[src/hw/rtl/imm_pkg.sv]
// ----------------------------------------------------------------------------
// imm_pkg
// Shared constants and types of the 16-bit integer matrix multiplier.
// ----------------------------------------------------------------------------
package imm_pkg;

  localparam int MAX_DIM = 8;

  localparam int ELEM_W  = 16;
  localparam int PROD_W  = 32;
  localparam int POS_W   = 3;
  localparam int INDEX_W = 6;
  localparam int KIND_W  = 2;
  localparam int CFG_W   = 4;
  localparam int CFG_IDX_W = 2;

  localparam logic [KIND_W-1:0] KIND_LOAD_A  = 2'd0;
  localparam logic [KIND_W-1:0] KIND_LOAD_B  = 2'd1;
  localparam logic [KIND_W-1:0] KIND_COMPUTE = 2'd2;

  localparam logic [CFG_IDX_W-1:0] REG_ROWS  = 2'd0;
  localparam logic [CFG_IDX_W-1:0] REG_INNER = 2'd1;
  localparam logic [CFG_IDX_W-1:0] REG_COLS  = 2'd2;

  typedef enum logic [1:0] {
    ST_IDLE = 2'b01,
    ST_RUN  = 2'b10
  } state_t;

endpackage

[src/hw/rtl/int16_matrix_multiply.sv]
// ----------------------------------------------------------------------------
// int16_matrix_multiply
// Loads matrices A and B into two RAMs and streams out C = A * B row-major.
// ----------------------------------------------------------------------------
//  channel  | direction | transaction
//  s_*      | in        | load of one A or B element, or a compute request
//  m_*      | out       | one element of C, tlast on the final element
//  cfg_*    | in        | write of rows, inner or cols
//
// A compute issues rows*cols*inner reads of A and B, one per cycle while the
// output is not stalled; they pass the RAM read, product and output registers.
// Reset clears control state only; RAM contents are undefined until loaded.
// A stalled output register freezes the whole read and multiply pipeline.
// The input is not ready while a compute is issuing its reads.
module int16_matrix_multiply #(
  parameter int MAX_DIM = imm_pkg::MAX_DIM
) (
  input  logic        clk,
  input  logic        rst,
  input  logic        s_tvalid,
  output logic        s_tready,
  input  logic [23:0] s_tdata,   // index[5:0], value[21:6], zero[23:22]
  input  logic [1:0]  s_tuser,   // kind[1:0]
  output logic        m_tvalid,
  input  logic        m_tready,
  output logic [39:0] m_tdata,   // product[31:0], row[34:32], col[37:35], zero[39:38]
  output logic        m_tlast,
  input  logic        cfg_valid,
  output logic        cfg_ready,
  input  logic [imm_pkg::CFG_IDX_W-1:0] cfg_index,
  input  logic [imm_pkg::CFG_W-1:0]     cfg_data
);

  localparam int DEPTH  = MAX_DIM * MAX_DIM;
  localparam int ADDR_W = DEPTH > 1 ? $clog2(DEPTH) : 1;
  localparam int DIM_W  = $clog2(MAX_DIM + 1);
  localparam int CNT_W  = MAX_DIM > 1 ? $clog2(MAX_DIM) : 1;
  localparam int LIN_W  = 2 * DIM_W;

  imm_pkg::state_t state;

  logic [DIM_W-1:0] dim_m;
  logic [DIM_W-1:0] dim_k;
  logic [DIM_W-1:0] dim_n;
  logic [DIM_W-1:0] cfg_dim;

  logic [CNT_W-1:0] r;
  logic [CNT_W-1:0] c;
  logic [CNT_W-1:0] t;

  logic s_fire;
  logic adv;
  logic issue;
  logic t_end;
  logic c_end;
  logic r_end;

  logic [imm_pkg::KIND_W-1:0]  in_kind;
  logic [imm_pkg::INDEX_W-1:0] in_index;
  logic [imm_pkg::ELEM_W-1:0]  in_value;
  logic                        load_ok;
  logic                        we_a;
  logic                        we_b;

  logic [LIN_W-1:0] a_lin;
  logic [LIN_W-1:0] b_lin;

  logic [imm_pkg::ELEM_W-1:0] a_rd;
  logic [imm_pkg::ELEM_W-1:0] b_rd;

  logic signed [imm_pkg::PROD_W-1:0] prod1;

  logic             v1;
  logic             first1;
  logic             tlast1;
  logic             elast1;
  logic [CNT_W-1:0] row1;
  logic [CNT_W-1:0] col1;

  logic                       v2;
  logic                       first2;
  logic                       tlast2;
  logic                       elast2;
  logic [CNT_W-1:0]           row2;
  logic [CNT_W-1:0]           col2;
  logic [imm_pkg::PROD_W-1:0] prod2;

  logic [imm_pkg::PROD_W-1:0] acc;
  logic [imm_pkg::PROD_W-1:0] acc_next;

  logic [imm_pkg::PROD_W-1:0] out_product;
  logic [imm_pkg::POS_W-1:0]  out_row;
  logic [imm_pkg::POS_W-1:0]  out_col;
  logic                       out_last;

  assign in_kind  = s_tuser;
  assign in_index = s_tdata[5:0];
  assign in_value = s_tdata[21:6];

  assign s_tready  = (state == imm_pkg::ST_IDLE);
  assign cfg_ready = 1'b1;
  assign s_fire    = s_tvalid && s_tready;

  assign adv   = !(m_tvalid && !m_tready);
  assign issue = (state == imm_pkg::ST_RUN) && adv;

  assign t_end = (DIM_W'(t) == dim_k - DIM_W'(1));
  assign c_end = (DIM_W'(c) == dim_n - DIM_W'(1));
  assign r_end = (DIM_W'(r) == dim_m - DIM_W'(1));

  assign load_ok = ({1'b0, in_index} < (imm_pkg::INDEX_W + 1)'(DEPTH));
  assign we_a    = s_fire && (in_kind == imm_pkg::KIND_LOAD_A) && load_ok;
  assign we_b    = s_fire && (in_kind == imm_pkg::KIND_LOAD_B) && load_ok;

  assign a_lin = LIN_W'(r) * LIN_W'(dim_k) + LIN_W'(t);
  assign b_lin = LIN_W'(t) * LIN_W'(dim_n) + LIN_W'(c);

  always_comb begin
    cfg_dim = DIM_W'(cfg_data);
    if (cfg_data == '0) begin
      cfg_dim = DIM_W'(1);
    end else if ({1'b0, cfg_data} > (imm_pkg::CFG_W + 1)'(MAX_DIM)) begin
      cfg_dim = DIM_W'(MAX_DIM);
    end
  end

  always_ff @(posedge clk) begin
    if (rst) begin
      dim_m <= DIM_W'(MAX_DIM);
      dim_k <= DIM_W'(MAX_DIM);
      dim_n <= DIM_W'(MAX_DIM);
    end else if (cfg_valid && cfg_ready) begin
      case (cfg_index)
        imm_pkg::REG_ROWS:  dim_m <= cfg_dim;
        imm_pkg::REG_INNER: dim_k <= cfg_dim;
        imm_pkg::REG_COLS:  dim_n <= cfg_dim;
        default: ;
      endcase
    end
  end

  always_ff @(posedge clk) begin
    if (rst) begin
      state <= imm_pkg::ST_IDLE;
      r     <= '0;
      c     <= '0;
      t     <= '0;
    end else begin
      case (state)
        imm_pkg::ST_IDLE: begin
          if (s_fire && in_kind == imm_pkg::KIND_COMPUTE) begin
            state <= imm_pkg::ST_RUN;
            r     <= '0;
            c     <= '0;
            t     <= '0;
          end
        end
        imm_pkg::ST_RUN: begin
          if (adv) begin
            if (!t_end) begin
              t <= t + CNT_W'(1);
            end else begin
              t <= '0;
              if (!c_end) begin
                c <= c + CNT_W'(1);
              end else begin
                c <= '0;
                if (r_end) begin
                  state <= imm_pkg::ST_IDLE;
                end else begin
                  r <= r + CNT_W'(1);
                end
              end
            end
          end
        end
        default: state <= imm_pkg::ST_IDLE;
      endcase
    end
  end

  imm_ram #(
    .WIDTH(imm_pkg::ELEM_W),
    .DEPTH(DEPTH)
  ) u_a_store (
    .clk  (clk),
    .we   (we_a),
    .waddr(in_index[ADDR_W-1:0]),
    .wdata(in_value),
    .re   (adv),
    .raddr(a_lin[ADDR_W-1:0]),
    .rdata(a_rd)
  );

  imm_ram #(
    .WIDTH(imm_pkg::ELEM_W),
    .DEPTH(DEPTH)
  ) u_b_store (
    .clk  (clk),
    .we   (we_b),
    .waddr(in_index[ADDR_W-1:0]),
    .wdata(in_value),
    .re   (adv),
    .raddr(b_lin[ADDR_W-1:0]),
    .rdata(b_rd)
  );

  assign prod1 = $signed(a_rd) * $signed(b_rd);

  always_ff @(posedge clk) begin
    if (rst) begin
      v1 <= 1'b0;
      v2 <= 1'b0;
    end else if (adv) begin
      v1 <= issue;
      v2 <= v1;
    end
  end

  always_ff @(posedge clk) begin
    if (adv) begin
      first1 <= (t == '0);
      tlast1 <= t_end;
      elast1 <= r_end && c_end;
      row1   <= r;
      col1   <= c;
      first2 <= first1;
      tlast2 <= tlast1;
      elast2 <= elast1;
      row2   <= row1;
      col2   <= col1;
      prod2  <= prod1;
    end
  end

  assign acc_next = first2 ? prod2 : acc + prod2;

  always_ff @(posedge clk) begin
    if (adv && v2) begin
      acc <= acc_next;
    end
  end

  always_ff @(posedge clk) begin
    if (rst) begin
      m_tvalid <= 1'b0;
    end else if (adv) begin
      m_tvalid <= v2 && tlast2;
    end
  end

  always_ff @(posedge clk) begin
    if (adv && v2 && tlast2) begin
      out_product <= acc_next;
      out_row     <= imm_pkg::POS_W'(row2);
      out_col     <= imm_pkg::POS_W'(col2);
      out_last    <= elast2;
    end
  end

  assign m_tdata = {2'b00, out_col, out_row, out_product};
  assign m_tlast = out_last;

endmodule

[src/hw/rtl/imm_ram.sv]
// ----------------------------------------------------------------------------
// imm_ram
// Generic single-write, single-read RAM with a registered read port.
// ----------------------------------------------------------------------------
module imm_ram #(
  parameter int WIDTH = 16,
  parameter int DEPTH = 64
) (
  input  logic                                   clk,
  input  logic                                   we,
  input  logic [(DEPTH > 1 ? $clog2(DEPTH) : 1)-1:0] waddr,
  input  logic [WIDTH-1:0]                       wdata,
  input  logic                                   re,
  input  logic [(DEPTH > 1 ? $clog2(DEPTH) : 1)-1:0] raddr,
  output logic [WIDTH-1:0]                       rdata
);

  logic [WIDTH-1:0] mem [DEPTH];

  always_ff @(posedge clk) begin
    if (we) begin
      mem[waddr] <= wdata;
    end
    if (re) begin
      rdata <= mem[raddr];
    end
  end

endmodule

[config.mk]
export PLATFORM = sky130hd
export DESIGN_NAME = int16_matrix_multiply
export DESIGN_NICKNAME = d
export VERILOG_FILES = /design/src/hw/rtl/imm_pkg.sv /design/src/hw/rtl/int16_matrix_multiply.sv /design/src/hw/rtl/imm_ram.sv
export SDC_FILE = /design/constraint.sdc
export NUM_CORES = 2
export LEC_CHECK = 0
export BUFFER_PORTS_ARGS = -buffer_cell sky130_fd_sc_hd__buf_2
export CORE_MARGIN = 4
export CORE_UTILIZATION = 25
export DETAILED_ROUTE_END_ITERATION = 16
export HOLD_SLACK_MARGIN = 0.1
export PLACE_DENSITY_LB_ADDON = 0.2
export SYNTH_ARGS = -nofsm -noshare
export SYNTH_HDL_FRONTEND = slang
export SYNTH_HIERARCHICAL = 1
export SYNTH_SLANG_ARGS = --single-unit
export TNS_END_PERCENT = 10
[constraint.sdc]
create_clock -name clk -period 7.5 [get_ports clk]
set_input_delay 0.75 -clock clk [delete_from_list [all_inputs] [get_ports clk]]
set_output_delay 0.75 -clock clk [all_outputs]
set_load 0.03 [all_outputs]
==> impl_metrics.json <==
{
  "crit_type": "reg2reg",
  "die_x_um": 635.0,
  "clkSinkCount": 2227,
  "routed_wl_um": 264100,
  "setup_viol": 0,
  "yosys_most_used_dff": "edfxtp_1",
  "fp-row-count": 229,
  "cts_tree": "yes",
  "clock_latency_ps": 910,
  "postLayoutCoreUtil_pct": 29.03,
  "fin_tns_setup_ps": 0,
  "die_area_sq_mm": 0.4032,
  "grt_start_max_net_pins": 88,
  "final_nets": 6186,
  "dr.pass1.iters": 5,
  "report.power.total_uw": 38790,
  "r2r_cells": 18,
  "dr.first_iter.drc_count": 3782,
  "cts_buffers": 242,
  "setup_ws_ps": 732.6,
  "reg2reg_to": "prod2[31]$_DFFE_PN_",
  "vias": 49985,
  "crit_start": "u_b_store/rdata[1]$_DFFE_PP_",
  "endpoint_kind": "flip-flop",
  "timing.hold.worst.class": "in2reg",
  "dpl.hpwl_um": 164400,
  "gp_congestion": 0.7904,
  "arrival_ps": 7360,
  "worst_ep_required_time_ps": 8090,
  "synth_top_family_by_area": "multiplexers",
  "final_hold_viol_count": 0,
  "path_clk_slew_ps": 60,
  "die_h_um": 635.0,
  "ios": 81,
  "post-cts-setup-buffer-count": 0,
  "grt_pass1_wl_um": 383300,
  "syn_to_final_growth_pct": 15.30,
  "yosysWarnings": 6,
  "min_period_ps": 6767,
  "synth-compound-area-share_pct": 3.601,
  "worstHoldStart": "m_tready",
  "yosysSeqAreaShare_pct": 67.79,
  "slew_headroom_pct": 13.84,
  "worst_slew_pin_slew_ps": 1291,
  "fin_crit_sh_pct": 90.23,
  "worst_hold_path.num_cells": 4,
  "htree_levels": 4,
  "synth-edff-count": 2201,
  "synthXorXnorAreaFrac_pct": 0.6684,
  "r2r_slack_ps": 730,
  "stdcell_area_sq_mm": 0.1133,
  "status": "finished, final reports clean",
  "antenna_left": 0,
  "cts-root-buf": "clkbuf_16",
  "clock_skew_ps": 54.73,
  "ctsResizeCount": 0,
  "synth.area.mux_share_pct": 12.76,
  "drc": 0,
  "synthSimpleGateAreaFrac_pct": 4.850,
  "grt_use_total_pct": 12.84,
  "place_area_sq_mm": 0.1056,
  "slew_violations": 0,
  "gr-total-overflow": 0,
  "async_flop_share_pct": 0,
  "synth-seq-cells": 2227,
  "antenna_found_initial": 25,
  "synth_area_sq_mm": 0.09827,
  "irDropWorstVdd_mv": 0.6309,
  "synth.distinct_cells": 85,
  "holdBufCountCts": 1,
  "dpl_worst_slack_ps": 678.5,
  "drive_gt1_share_pct": 20.24,
  "start_util_pct": 25.18,
  "rsz0062_at_grt": "no",
  "power_leakage_uw": 0.03639,
  "startpoint_type": "flip-flop",
  "io_buffers": 75,
  "synthAdderAreaFrac_pct": 7.303,
  "critical_path_peak_fanout": 16,
  "synth_cells": 5464,
  "wl_per_cell_um": 23.67,
  "r2r_start": "u_b_store/rdata[1]$_DFFE_PP_",
  "cts_buffer_depth": 4,
  "grt_pass1_vias": 52888,
  "coreArea_sq_mm": 0.3902,
  "fmax_mhz": 147.8,
  "vias_per_cell": 4.480,
  "avgSynthCellArea_sq_um": 17.99,
  "p_per_area_mw_per_mm2": 342.3,
  "max_cap_viol_count": 0,
  "crit_end": "prod2[31]$_DFFE_PN_"
}
-- final cells by class --
class                      count  area (sq um)
fill                       38705        276900
clock buffer                 294          6336
timing repair buffer         288          2225
antenna                       20         50.05
multi-input combinational   2633         28920
inverter                     346          1301
sequential                  2227         66610
clock inverter               152          1355
tap                         5197          6502
-- worst max-delay path, cell delays in order (launching register included) --
cell and delay, ps:
edfxtp_1 870, nand2_1 210, inv_1 170, fa_1 520, fa_1 800, inv_1 110, fa_1 490, fa_1 570
fa_1 430, fa_1 500, inv_1 50, ha_1 320, nand3_1 160, nor2_1 60, a211oi_1 210, o31ai_1 160
a2111oi_4 450, nor2_1 130, a211o_1 280
-- synth_stat cells, types with 26 or more instances --
| master | number | area share (%) |
|---|---|---|
| o21ai_0 | 52 | 0.26 |
| buf_6 | 34 | 0.39 |
| nand4_1 | 31 | 0.20 |
| nor2b_1 | 74 | 0.47 |
| and2_1 | 137 | 0.87 |
| xnor2_1 | 50 | 0.45 |
| a22oi_1 | 79 | 0.60 |
| inv_1 | 346 | 1.3 |
| a21oi_1 | 96 | 0.49 |
| buf_4 | 29 | 0.22 |
| a221oi_1 | 33 | 0.29 |
| nand3_1 | 73 | 0.37 |
| mux2_2 | 57 | 0.65 |
| clkbuf_1 | 93 | 0.36 |
| mux4_2 | 440 | 10 |
| buf_2 | 73 | 0.37 |
| mux2i_1 | 178 | 1.8 |
| fa_1 | 271 | 5.5 |
| dfxtp_1 | 26 | 0.53 |
| edfxtp_1 | 2201 | 67 |
| ha_1 | 140 | 1.8 |
| nand2_1 | 312 | 1.2 |
| nor2_1 | 210 | 0.80 |
-- registers in the layout, summed over array words and instances, names as in the netlist, 16 cells and up --
name	cells
u_b_store/rdata	16
acc	32
u_a_store/rdata	16
out_product	32
prod2	32
u_a_store/mem	1024
u_b_store/mem	1024
-- worst min path at each step --
| stage | endpoint |
|---|---|
| finish | v1$_SDFFE_PP0N_ |
| global route | m_tvalid$_SDFFE_PP0N_ |
| CTS | v1$_SDFFE_PP0N_ |
| detailed placement | col2[1]$_DFFE_PN_ |
| global placement | out_col[2]$_DFFE_PP_ |
| floorplan | col2[0]$_DFFE_PN_ |
-- cells in the final DEF (no fill, tap or decap), drive strengths merged, types with 20 or more instances in the layout --
| master | instances |
|---|---|
| clkbuf | 294 |
| and2 | 137 |
| a22oi | 79 |
| nor2b | 74 |
| a211o | 23 |
| edfxtp | 2201 |
| diode | 20 |
| a211oi | 26 |
| a21oi | 96 |
| buf | 287 |
| a31oi | 22 |
| nand3 | 73 |
| a311oi | 20 |
| bufinv | 21 |
| xnor2 | 50 |
| ha | 140 |
| mux2 | 57 |
| mux2i | 178 |
| nand2 | 315 |
| xor2 | 25 |
| nor3 | 25 |
| clkinv | 118 |
| inv | 351 |
| o21ai | 60 |
| nor2 | 214 |
| mux4 | 448 |
| fa | 271 |
| nand4 | 31 |
| a21o | 21 |
| dfxtp | 26 |
| a221oi | 33 |
-- routing by layer --
| metal | share of wire [%] | wire length [um] | GRT usage [%] |
|---|---|---|---|
| met5 | 0 | 0 | 0 |
| met4 | 2.3 | 6093 | 3.099 |
| met3 | 4.8 | 12580 | 1.821 |
| met2 | 47 | 124700 | 20.86 |
| met1 | 46 | 120700 | 18.09 |
-- cell families (layout without fill, tap and decap cells) --
kind of cell             after synthesis  in the layout
multiplexers                         683            683
flip-flops                          2227           2227
XOR/XNOR                              75             75
adder cells (fa/ha/maj)              411            411
AND/OR/NAND/NOR                      968            968
other                                  2             23
buffers and inverters                605           1080
AO/OA/AOI/OAI                        493            493
-- power breakdown --
| part | total, uW | switching, uW | internal (uW) |
|---|---|---|---|
| clock | 11600 | 4920 | 6700 |
| sequential | 14500 | 128 | 14400 |
| combinational | 12600 | 7330 | 5300 |
-- metrics by stage --
| stage | cells | hold WS, ps |
|---|---|---|
| after detailed placement | 10690 | 405.4 |
| after floorplan | 5465 | 400.3 |
| after global placement | 10690 | 401.9 |
| after global routing | 11139 | 260.1 |
| final | 11157 | 264.4 |
| after CTS | 11137 | 175.8 |
(Power assumes the default switching activity.)
